===== config.mk =====
export PLATFORM = sky130hd
export DESIGN_NAME = scheduled_pump_timer_top
export DESIGN_NICKNAME = d
export VERILOG_FILES = /design/src/design/spt_pkg.sv /design/src/design/scheduled_pump_timer_top.sv /design/src/design/spt_time_of_day.sv
export SDC_FILE = /design/constraint.sdc
export NUM_CORES = 1
export LEC_CHECK = 0
export BUFFER_PORTS_ARGS = -buffer_cell sky130_fd_sc_hd__buf_2
export CAP_MARGIN = 20
export CORE_MARGIN = 2
export CORE_UTILIZATION = 40
export DETAILED_ROUTE_END_ITERATION = 10
export PLACE_DENSITY_LB_ADDON = 0.3
export REMOVE_ABC_BUFFERS = 1
export SETUP_SLACK_MARGIN = 0.4
export SLEW_MARGIN = 20
export SYNTH_ARGS = -nofsm -noshare
export SYNTH_HDL_FRONTEND = slang
export SYNTH_SLANG_ARGS = --single-unit

===== constraint.sdc =====
create_clock -name clk -period 6.8 [get_ports clk]
set_input_delay 0.68 -clock clk [delete_from_list [all_inputs] [get_ports clk]]
set_output_delay 0.68 -clock clk [all_outputs]
set_load 0.02 [all_outputs]

===== src/design/spt_pkg.sv =====
// Shared types and constants for the scheduled pump timer.
`timescale 1ns / 1ps

package spt_pkg;

  // Item kinds carried on the input channel.
  typedef enum logic [1:0] {
    KIND_SEC_TICK  = 2'd0,
    KIND_FAST_TICK = 2'd1,
    KIND_SET_TIME  = 2'd2,
    KIND_NONE      = 2'd3
  } kind_t;

  // Configuration register indexes. Slot words take indexes 0 to 3.
  localparam logic [2:0] CFG_SLOT_LAST  = 3'd3;
  localparam logic [2:0] CFG_SLOT_COUNT = 3'd4;
  localparam logic [2:0] CFG_FAST_TICKS = 3'd5;

  localparam int CFG_INDEX_W = 3;
  localparam int SLOT_WORD_W = 27;
  localparam int SLOT_IDX_W  = 2;
  localparam int SOD_W       = 17;
  localparam int TICKS_W     = 26;

  // Reset values of the configuration registers.
  localparam logic [SLOT_WORD_W-1:0] SLOT0_RESET      = 27'd29360248;
  localparam logic [SLOT_WORD_W-1:0] SLOT1_RESET      = 27'd71303228;
  localparam logic [2:0]             SLOT_COUNT_RESET = 3'd2;
  localparam logic [9:0]             FAST_TICKS_RESET = 10'd250;

  // Time-of-day limits.
  localparam logic [SOD_W-1:0] DAY_LAST      = 17'd86399;
  localparam logic [SOD_W-1:0] SECS_PER_HOUR = 17'd3600;
  localparam logic [SOD_W-1:0] SECS_PER_MIN  = 17'd60;
  localparam logic [4:0]       HOUR_MAX      = 5'd23;
  localparam logic [5:0]       MINUTE_MAX    = 6'd59;

  // Command from the scheduler to the time-of-day counter.
  typedef struct packed {
    logic       tick;
    logic       load;
    logic [4:0] hours;
    logic [5:0] minutes;
    logic [5:0] seconds;
  } time_cmd_t;

  // Reset value of a slot word by its index.
  function automatic logic [SLOT_WORD_W-1:0] slot_reset(input int idx);
    logic [SLOT_WORD_W-1:0] val;
    val = '0;
    if (idx == 0) val = SLOT0_RESET;
    if (idx == 1) val = SLOT1_RESET;
    return val;
  endfunction

endpackage


===== src/design/scheduled_pump_timer_top.sv =====
// Top level of the scheduled pump timer: handshake, schedule slots and pump control.
//
//   Channel  Signals                                          Direction
//   in       in_valid, in_ready, kind, new_hours, new_minutes,  into block
//            new_seconds
//   out      out_valid, out_ready, hours, minutes, seconds,    out of block
//            pump_on, active_slot
//   cfg      cfg_wr_en, cfg_index, cfg_data                   into block
//
// An item is taken into an input register and from there updates the state, whose
// registers show the result; one item per cycle while the result is taken.
// The state registers are the result register, so a stalled result holds while
// the input register takes one more item. After reset the pump is off, the time
// is 00:00:00 and slot 0 is awaited; no clearing pass is needed.
`timescale 1ns / 1ps

module scheduled_pump_timer_top
  import spt_pkg::*;
#(
  parameter int SLOTS = 4
) (
  input  logic                   clk,
  input  logic                   rst,
  input  logic                   in_valid,
  output logic                   in_ready,
  input  logic [1:0]             kind,
  input  logic [4:0]             new_hours,
  input  logic [5:0]             new_minutes,
  input  logic [5:0]             new_seconds,
  output logic                   out_valid,
  input  logic                   out_ready,
  output logic [4:0]             hours,
  output logic [5:0]             minutes,
  output logic [5:0]             seconds,
  output logic                   pump_on,
  output logic [SLOT_IDX_W-1:0]  active_slot,
  input  logic                   cfg_wr_en,
  input  logic [CFG_INDEX_W-1:0] cfg_index,
  input  logic [SLOT_WORD_W-1:0] cfg_data
);

  localparam int IW = (SLOTS > 1) ? $clog2(SLOTS) : 1;

  // Configuration registers.
  logic [SLOT_WORD_W-1:0] slot_words [SLOTS];
  logic [2:0]             slot_count;
  logic [9:0]             fast_ticks_per_unit;

  // Input register.
  logic       s1_valid;
  kind_t      s1_kind;
  logic [4:0] s1_hours;
  logic [5:0] s1_minutes;
  logic [5:0] s1_seconds;

  // Schedule state.
  logic [SLOT_IDX_W-1:0] slot_index;
  logic [SLOT_IDX_W-1:0] slot_index_next;
  logic [TICKS_W-1:0]    remaining_ticks;
  logic [TICKS_W-1:0]    remaining_ticks_next;
  logic                  pump_active;
  logic                  pump_active_next;

  logic                   advance;
  logic                   step;
  time_cmd_t              time_cmd;
  logic [SOD_W-1:0]       sod_next;
  logic [SLOT_WORD_W-1:0] cur_word;
  logic [SOD_W-1:0]       start_sod;
  logic [TICKS_W-1:0]     run_ticks;
  logic [2:0]             used_slots;
  logic [2:0]             slot_inc;

  // Handshake: the result slot frees when empty or taken.
  assign advance  = !out_valid || out_ready;
  assign in_ready = !s1_valid || advance;
  assign step     = s1_valid && advance;

  always_ff @(posedge clk) begin
    if (rst) begin
      s1_valid  <= 1'b0;
      out_valid <= 1'b0;
    end else begin
      if (in_ready) s1_valid <= in_valid;
      if (advance) out_valid <= s1_valid;
    end
  end

  always_ff @(posedge clk) begin
    if (in_valid && in_ready) begin
      s1_kind    <= kind_t'(kind);
      s1_hours   <= new_hours;
      s1_minutes <= new_minutes;
      s1_seconds <= new_seconds;
    end
  end

  // Configuration writes; slot words beyond the built slots are dropped.
  always_ff @(posedge clk) begin
    if (rst) begin
      for (int i = 0; i < SLOTS; i++) slot_words[i] <= slot_reset(i);
      slot_count          <= SLOT_COUNT_RESET;
      fast_ticks_per_unit <= FAST_TICKS_RESET;
    end else if (cfg_wr_en) begin
      if (cfg_index <= CFG_SLOT_LAST && 32'(cfg_index) < SLOTS) begin
        slot_words[cfg_index[IW-1:0]] <= cfg_data;
      end else if (cfg_index == CFG_SLOT_COUNT) begin
        slot_count <= cfg_data[2:0];
      end else if (cfg_index == CFG_FAST_TICKS) begin
        fast_ticks_per_unit <= cfg_data[9:0];
      end
    end
  end

  // Time-of-day command for this item.
  always_comb begin
    time_cmd.tick    = step && (s1_kind == KIND_SEC_TICK);
    time_cmd.load    = step && (s1_kind == KIND_SET_TIME);
    time_cmd.hours   = s1_hours;
    time_cmd.minutes = s1_minutes;
    time_cmd.seconds = s1_seconds;
  end

  spt_time_of_day u_time (
    .clk      (clk),
    .rst      (rst),
    .cmd      (time_cmd),
    .sod_next (sod_next),
    .hours    (hours),
    .minutes  (minutes),
    .seconds  (seconds)
  );

  // Awaited slot: its start second and its run length in fast ticks.
  always_comb begin
    cur_word   = slot_words[slot_index[IW-1:0]];
    start_sod  = SOD_W'(cur_word[26:22]) * SECS_PER_HOUR + SOD_W'(cur_word[21:16]) * SECS_PER_MIN;
    run_ticks  = TICKS_W'(cur_word[15:0]) * TICKS_W'(fast_ticks_per_unit);
    used_slots = (slot_count == 3'd0) ? 3'd1 :
                 (32'(slot_count) > SLOTS) ? 3'(SLOTS) : slot_count;
    slot_inc   = {1'b0, slot_index} + 3'd1;
  end

  // Pump control: start on a match while off, count down on fast ticks, then stop and await the next slot.
  always_comb begin
    slot_index_next      = slot_index;
    remaining_ticks_next = remaining_ticks;
    pump_active_next     = pump_active;
    if (step) begin
      case (s1_kind)
        KIND_SEC_TICK: begin
          if (!pump_active && sod_next == start_sod) begin
            pump_active_next     = 1'b1;
            remaining_ticks_next = run_ticks;
          end
        end
        KIND_FAST_TICK: begin
          if (pump_active) begin
            if (remaining_ticks <= TICKS_W'(1)) begin
              remaining_ticks_next = '0;
              pump_active_next     = 1'b0;
              slot_index_next      = (slot_inc >= used_slots) ? '0 : slot_inc[SLOT_IDX_W-1:0];
            end else begin
              remaining_ticks_next = remaining_ticks - TICKS_W'(1);
            end
          end
        end
        default: begin
        end
      endcase
    end
  end

  always_ff @(posedge clk) begin
    if (rst) begin
      slot_index      <= '0;
      remaining_ticks <= '0;
      pump_active     <= 1'b0;
    end else begin
      slot_index      <= slot_index_next;
      remaining_ticks <= remaining_ticks_next;
      pump_active     <= pump_active_next;
    end
  end

  assign pump_on     = pump_active;
  assign active_slot = slot_index;

endmodule


===== src/design/spt_time_of_day.sv =====
// Time-of-day counter kept both as seconds of day and as hours, minutes, seconds.
`timescale 1ns / 1ps

module spt_time_of_day
  import spt_pkg::*;
(
  input  logic             clk,
  input  logic             rst,
  input  time_cmd_t        cmd,
  output logic [SOD_W-1:0] sod_next,
  output logic [4:0]       hours,
  output logic [5:0]       minutes,
  output logic [5:0]       seconds
);

  logic [SOD_W-1:0] sod;
  logic [SOD_W-1:0] sod_tick;
  logic [SOD_W-1:0] sod_load;
  logic [4:0]       hours_next;
  logic [5:0]       minutes_next;
  logic [5:0]       seconds_next;
  logic [4:0]       hours_sat;
  logic [5:0]       minutes_sat;
  logic [5:0]       seconds_sat;

  // Saturate a loaded time to the last valid value of each field.
  always_comb begin
    hours_sat   = (cmd.hours > HOUR_MAX) ? HOUR_MAX : cmd.hours;
    minutes_sat = (cmd.minutes > MINUTE_MAX) ? MINUTE_MAX : cmd.minutes;
    seconds_sat = (cmd.seconds > MINUTE_MAX) ? MINUTE_MAX : cmd.seconds;
    sod_load    = SOD_W'(hours_sat) * SECS_PER_HOUR + SOD_W'(minutes_sat) * SECS_PER_MIN
                  + SOD_W'(seconds_sat);
    sod_tick    = (sod >= DAY_LAST) ? '0 : sod + SOD_W'(1);
  end

  // Next value: a tick advances both forms together, a load sets both.
  always_comb begin
    sod_next     = sod;
    hours_next   = hours;
    minutes_next = minutes;
    seconds_next = seconds;
    if (cmd.load) begin
      sod_next     = sod_load;
      hours_next   = hours_sat;
      minutes_next = minutes_sat;
      seconds_next = seconds_sat;
    end else if (cmd.tick) begin
      sod_next = sod_tick;
      if (seconds >= MINUTE_MAX) begin
        seconds_next = '0;
        if (minutes >= MINUTE_MAX) begin
          minutes_next = '0;
          hours_next   = (hours >= HOUR_MAX) ? '0 : hours + 5'd1;
        end else begin
          minutes_next = minutes + 6'd1;
        end
      end else begin
        seconds_next = seconds + 6'd1;
      end
    end
  end

  always_ff @(posedge clk) begin
    if (rst) begin
      sod     <= '0;
      hours   <= '0;
      minutes <= '0;
      seconds <= '0;
    end else begin
      sod     <= sod_next;
      hours   <= hours_next;
      minutes <= minutes_next;
      seconds <= seconds_next;
    end
  end

endmodule

==> results of run 1 <==
==> sequential cells by signal (all words and copies together) (netlist names), named ones only <==
signal,flops
active_slot,2
pump_on,1
s1_valid,1
s1_seconds,6
s1_kind,2
remaining_ticks,26
slot_count,3
u_time.minutes,6
fast_ticks_per_unit,10
u_time.seconds,6
s1_hours,5
u_time.sod,17
s1_minutes,6
out_valid,1
u_time.hours,5
slot_words,108
==> final timing paths <==
kind | start | endpoint
max | flip-flop | remaining_ticks[24]
max reg2reg | flip-flop | remaining_ticks[24]
min reg2reg | remaining_ticks[16] | remaining_ticks[16]
min | new_hours[4] | s1_hours[4]
==> worst reg2reg max path, cell delays in order, from the launching register on <==
cell and delay, ns:
dfxtp_4 0.40, buf_12 0.15, buf_12 0.13, mux4_2 0.60
buf_4 0.19, and2_1 0.17, fa_1 0.56, fa_1 0.45
fa_1 0.52, fa_1 0.49, ha_1 0.31, ha_1 0.37
a21o_1 0.19, a21o_1 0.16, a21o_1 0.18, a21oi_2 0.12
o21ai_0 0.09, a21o_1 0.18, a21o_1 0.20, a21oi_2 0.16
xor2_1 0.16, a21oi_1 0.09, o31a_1 0.23
==> layout make-up <==
class,instances,area (sq um),area share
tap,592,741,0.0360
clock buffer,32,682,0.0331
sequential,207,5420,0.263
inverter,191,717,0.0348
multi-input combinational,1381,11800,0.574
clock inverter,13,133,0.00644
timing repair buffer,154,1080,0.0526
==> power by group <==
part           internal, W  switching, W  total, W
Clock             0.000788      0.000556   0.00134
Sequential         0.00140     0.0000444   0.00144
Combinational      0.00203       0.00238   0.00441
==> stage by stage <==
step                setup TNS, ns  hold WS (ns)  cell area, sq um  utilization  total power, W
global placement                0         0.466             18800        0.426         0.00512
detailed placement              0         0.475             18800        0.426         0.00517
finish                          0         0.305             20600        0.467         0.00720
floorplan                  -0.395         0.448             17500            -         0.00436
CTS                             0         0.280             19900        0.450         0.00666
global route                    0         0.288             20600        0.467         0.00778
==> placed cells by master, fill, tap and decap left out, drive strengths merged, types with 32 or more instances in the layout <==
master and count:
a21oi 101, and2 82, buf 153, clkbuf 33, dfxtp 80, edfxtp 127, fa 132, ha 161
inv 193, nand2 227, nand3 40, nor2 148, o21ai 63, xnor2 55, xor2 32
==> synth_stat cells, drive strengths merged, types with 11 or more instances <==
cell	count
nand2	226
inv	191
ha	161
nor2	148
fa	132
edfxtp	127
a21oi	101
and2	82
dfxtp	80
o21ai	63
clkbuf	56
xnor2	55
nand3	40
xor2	32
mux4	27
nor3	25
a21o	23
and3	21
nand2b	18
o22ai	18
or2	18
buf	17
nor4	15
o21bai	12
mux2i	11
==> per-layer routing <==
| layer | vias up | wire length (um) | GRT usage |
|---|---|---|---|
| met5 | - | 0 | 0 |
| met4 | 0 | 1160 | 0.0480 |
| met3 | 71 | 2810 | 0.0279 |
| met2 | 419 | 20600 | 0.311 |
| met1 | 6732 | 20100 | 0.257 |
| li1 | 6588 | - | - |
==> cell families (layout without fill, tap and decap cells) <==
logic type	after synthesis	in the layout
fa+ha+maj	293	293
xor+xnor	88	88
simple gates	636	637
flops	207	207
buf+inv	264	390
compound gates	322	322
mux	39	41
==> what timing repair did <==
action / in CTS / in global routing
pin swaps: 7 / 48
resized for setup: 20 / 83
gates cloned: 1 / 3
setup buffers: 17 / 33
setup endpoints to repair: 26 / 26
==> results.py, run 1 <==
metrics = {
    "pwr": {
        "powerDensity_nw_per_um2": 350,
        "worst_ir_drop_vdd_uv": 246,
        "p_leak_nw": 8.92,
    },
    "sta": {
        "max_clock_freq_mhz": 161,
        "setup_ws_ns": 0.599,
        "skew_ns": 0.00826,
        "hold_violations": 0,
        "slew_headroom": 0.187,
        "finalMaxSlewViolations": 0,
        "tightestPinTransition_ns": 1.22,
        "layout_min_cycle_time_ns": 6.20,
        "setup_violations": 0,
        "rsz0062_at_grt": "yes",
        "post-route-period-util": 0.912,
    },
    "die": {
        "die-height_um": 215,
        "io_pins": 76,
        "die_area_sq_um": 46200,
        "initial_core_util": 0.404,
        "rows": 77,
        "core_area_sq_um": 44100,
        "die_w_um": 215,
    },
    "setup_path": {
        "critPathCaptureType": "flip-flop",
        "crit_chain": "buf_12, buf_12, mux4_2, buf_4, and2_1, fa_1, fa_1, fa_1, fa_1, ha_1, ha_1, a21o_1, a21o_1, a21o_1, a21oi_2, o21ai_0, a21o_1, a21o_1, a21oi_2, xor2_1, a21oi_1, o31a_1",
        "critical-path-top-delay-family": "adder cells",
        "r2r_cells": 22,
        "path_common_cell": "a21o_1",
        "crit_path_max_incr_delay_ns": 0.59,
        "arrival_ns": 6.64,
        "worstSetupPathType": "flip-flop to flip-flop",
        "cp_max_fo": 7,
        "rrSetupSlack_ns": 0.60,
        "crit_buf_inv": 3,
        "crit_path_top_delay_cell": "mux4_2",
        "cp_num_cells": 22,
        "startpoint_type": "flip-flop",
        "critical_path_required_ns": 7.24,
    },
    "logic_synthesis": {
        "synth_top_area_cell": "edfxtp_1",
        "yosys_warnings": 0,
        "synthSimpleGateAreaFrac": 0.172,
        "synth_area_leaders": "edfxtp_1, fa_1, ha_1",
        "synth-compound-area-share": 0.119,
        "synth_flop_cell": "edfxtp_1",
        "ys_seq_area_frac": 0.304,
        "synthMuxAreaShare": 0.0410,
        "syn_inst": 1849,
        "ys_ff_latch": 207,
        "synth_top_family_by_area": "adder cells",
        "netlist.area_leader.share": 0.214,
        "synth_fa_ha_area_frac": 0.262,
        "synth_area_sq_um": 17800,
        "synth_xor_area_frac": 0.0441,
        "synth_edf_count": 127,
        "syn_avg_cell_area_sq_um": 9.63,
        "synth_cell_types": 89,
        "async_flop_share": 0,
    },
    "routing": {
        "num_vias": 13800,
        "drc": 0,
        "wl_um": 44700,
        "firstDrtPassIters": 7,
        "drtAntennaViolNets": 0,
        "avgViaCountPerCell": 5.37,
        "wl_per_cell_um": 17.4,
        "first_iter_violations": 904,
    },
    "clock_network": {
        "insertion_delay_ns": 0.55,
        "cts_buffers": 25,
        "clock-sinks": 207,
        "ctsHoldBuffers": 0,
        "cts.clk_slew.worst_paths_ns": 0.06,
        "cts_tree": "built",
        "h-tree-depth": 1,
        "clk_path_buf_depth": 3,
        "cts_root_buf": "clkbuf_16",
    },
    "status": {
        "status": "completed",
    },
    "place": {
        "dp_cells": 2471,
        "port_buffers": 75,
        "place_ws_ns": 0.0188,
        "dp_hpwl_um": 32400,
        "gp_congestion": 0.865,
    },
    "final_layout": {
        "syn2layout_area_growth_pct": 15.6,
        "fin_cells": 2570,
        "drive_gt1_frac": 0.167,
        "fin_nets": 2307,
        "n_antenna_cell": 0,
        "fillers": 4276,
    },
    "global_routing": {
        "first_global_vias": 13700,
        "grt_antenna_before_repair": 0,
        "grt_pass1_wl_um": 71100,
        "grt_max_degree": 58,
        "grt_usage": 0.187,
        "grt.overflow.total": 0,
    },
    "run": {
        "maxCapViolCount": 0,
    },
    "min_path": {
        "worstHoldPathCells": 1,
        "holdCritPathClass": "input port to flip-flop",
    },
}
Note: power is estimated with default switching activity, not from simulation.
==> run 2, diff against run 1 <==
--- a/config.mk
+++ b/config.mk
@@ -7,8 +7,7 @@
 export LEC_CHECK = 0
 export BUFFER_PORTS_ARGS = -buffer_cell sky130_fd_sc_hd__buf_2
 export CAP_MARGIN = 20
-export CORE_MARGIN = 2
-export CORE_UTILIZATION = 40
+export CORE_UTILIZATION = 58
 export DETAILED_ROUTE_END_ITERATION = 10
 export PLACE_DENSITY_LB_ADDON = 0.3
 export REMOVE_ABC_BUFFERS = 1
==> run 2 against run 1 <==
- register-to-register slack worse by 0.07 ns
- power is 2.4% lower
- largest cell class unchanged
- die area is 32% lower
==> results.py, run 2 (synthesized netlist as in run 1, its figures left out) <==
metrics = {
    "pwr": {
        "clock_power_share": 0.178,
        "switching_power_w": 0.00299,
        "pwr-share-comb": 0.617,
        "switching_share": 0.425,
        "p_leak_nw": 8.82,
        "worst_ir_drop_vdd_uv": 280,
        "powerDensity_nw_per_um2": 350,
        "p_int_w": 0.00404,
        "seqPwrFrac": 0.206,
    },
    "die": {
        "die_area_sq_um": 31400,
        "die-height_um": 177,
        "die_w_um": 177,
        "initial_core_util": 0.595,
        "io_pins": 76,
        "core_area_sq_um": 30000,
        "rows": 63,
    },
    "global_routing": {
        "grt_pass1_wl_um": 68700,
        "grt_usage": 0.273,
        "first_global_vias": 13700,
        "grt_max_degree": 65,
        "grt.overflow.total": 0,
        "grt_antenna_before_repair": 0,
    },
    "setup_path": {
        "crit_path_max_incr_delay_ns": 0.59,
        "cp-endpoint": "remaining_ticks[18]",
        "critPathCaptureType": "flip-flop",
        "r2r-end": "remaining_ticks[18]",
        "rrSetupSlack_ns": 0.53,
        "path_common_cell": "fa_1",
        "crit_chain": "buf_12, mux4_2, and2_4, fa_1, inv_1, fa_1, fa_1, fa_1, inv_1, fa_1, ha_4, nor4_4, o21ai_2, a311oi_2, nor2_1, nor4_2, o21ai_0, a21oi_1, xor2_1, o22ai_1, mux2i_1, o21ai_1",
        "cp_max_fo": 5,
        "worstSetupPathType": "flip-flop to flip-flop",
        "startpoint_type": "flip-flop",
        "critical_path_required_ns": 7.19,
        "crit_path_top_delay_cell": "mux4_2",
        "arrival_ns": 6.66,
        "r2r_cells": 22,
    },
    "clock_network": {
        "cts.clk_slew.worst_paths_ns": 0.06,
        "cts_root_buf": "clkbuf_16",
        "ctsHoldBuffers": 0,
        "cts_tree": "built",
        "clock-sinks": 207,
        "clk_path_buf_depth": 3,
        "h-tree-depth": 1,
        "insertion_delay_ns": 0.55,
        "cts_buffers": 24,
    },
    "routing": {
        "wl_per_cell_um": 18.9,
        "drtAntennaViolNets": 0,
        "drc": 0,
        "wl_um": 44500,
        "num_vias": 14100,
        "avgViaCountPerCell": 6.02,
        "firstDrtPassIters": 5,
        "first_iter_violations": 1163,
    },
    "status": {
        "status": "completed",
    },
    "final_layout": {
        "layout_commonest_cell": "nand2_1",
        "fillers": 2324,
        "drive_gt1_frac": 0.153,
        "n_antenna_cell": 0,
        "fin_area_sq_um": 20100,
        "syn2layout_area_growth_pct": 12.8,
        "most-common-layout-cells": "nand2_1, inv_1, ha_1",
        "fin_nets": 2289,
        "largest_reg_flops": 108,
        "top_register": "slot_words",
        "largestRegisters": "slot_words (108), remaining_ticks (26), u_time.sod (17)",
    },
    "place": {
        "gp_congestion": 0.897,
        "dp_hpwl_um": 31400,
        "placed_area_sq_um": 18500,
        "port_buffers": 75,
        "place_ws_ns": 0.0397,
    },
    "sta": {
        "finalMaxSlewViolations": 0,
        "setup_ws_ns": 0.528,
        "post-route-period-util": 0.922,
        "setup_violations": 0,
        "max_clock_freq_mhz": 159,
        "slew_headroom": 0.166,
        "rsz0062_at_grt": "no",
        "layout_min_cycle_time_ns": 6.27,
        "hold_violations": 0,
        "skew_ns": 0.0194,
        "tightestPinTransition_ns": 1.25,
    },
    "run": {
        "maxCapViolCount": 0,
    },
    "min_path": {
        "hp-start": "new_minutes[2]",
        "holdCritPathClass": "input port to flip-flop",
    },
}
[run 2: changes by cell type in the layout (fill, tap and decap cells not counted), sizes merged]
| cell | delta |
|---|---|
| buf | -19 |
| clkinv | -1 |
| inv | -1 |
| mux4 | +2 |
| clkinvlp | +1 |
| bufinv | -2 |
| nand2 | +1 |
[run 2: metal layers]
metal,track usage,up-vias,part of all wire
met1,0.377,6822,0.43
li1,-,6556,-
met5,0,-,0
met3,0.0445,91,0.081
met2,0.451,666,0.47
met4,0.0603,0,0.020
[run 2: worst min path at each step]
stage                                      to  depth (start not counted)
after floorplan                 slot_count[0]                          2
after global placement    remaining_ticks[16]                          2
after detailed placement  remaining_ticks[16]                          2
after CTS                         s1_hours[4]                          1
after global routing            s1_seconds[2]                          1
final                           s1_minutes[2]                          1
[run 2: per-stage QoR]
stage / util / hold slack (ns) / power (W) / TNS (ns) / instances
detailed placement: 0.618 / 0.475 / 0.00516 / 0 / 2261
CTS: 0.650 / 0.309 / 0.00648 / 0 / 2323
global route: 0.671 / 0.301 / 0.00753 / 0 / 2349
finish: 0.671 / 0.321 / 0.00703 / 0 / 2349
global placement: 0.618 / 0.464 / 0.00506 / 0 / 2261
floorplan: - / 0.448 / 0.00436 / -0.395 / 1776
[run 2: final cells by class]
cell class | instances | area (sq um) | area share
Clock buffer | 33 | 674 | 0.0336
Tap cell | 390 | 488 | 0.0243
Multi-Input combinational cell | 1384 | 11800 | 0.588
Inverter | 191 | 717 | 0.0357
Sequential cell | 207 | 5420 | 0.270
Clock inverter | 10 | 87.6 | 0.00436
Timing Repair Buffer | 134 | 890 | 0.0443
[run 2: power groups by stage]
stage	clock, W	combinational [W]	sequential [W]
2_1_floorplan	0	0.00290	0.00145
3_3_place_gp	0	0.00360	0.00146
3_5_place_dp	0	0.00369	0.00146
4_1_cts	0.00125	0.00379	0.00144
5_1_grt	0.00130	0.00477	0.00145
6_report	0.00125	0.00433	0.00144
[run 2: worst max-delay path, delay by kind of cell (launching register included)]
kind / cells / cell delay [ns]
mux: 2 / 0.74
flops: 1 / 0.37
buf+inv: 3 / 0.25
simple gates: 4 / 0.83
fa+ha+maj: 6 / 2.65
xor+xnor: 1 / 0.22
compound gates: 6 / 1.03
[run 2: what timing repair did]
action	in CTS	in global routing
buffers inserted	18	21
gates resized for setup	9	78
endpoints found under the setup margin	26	27
pin swaps	4	41
cloned	1	5
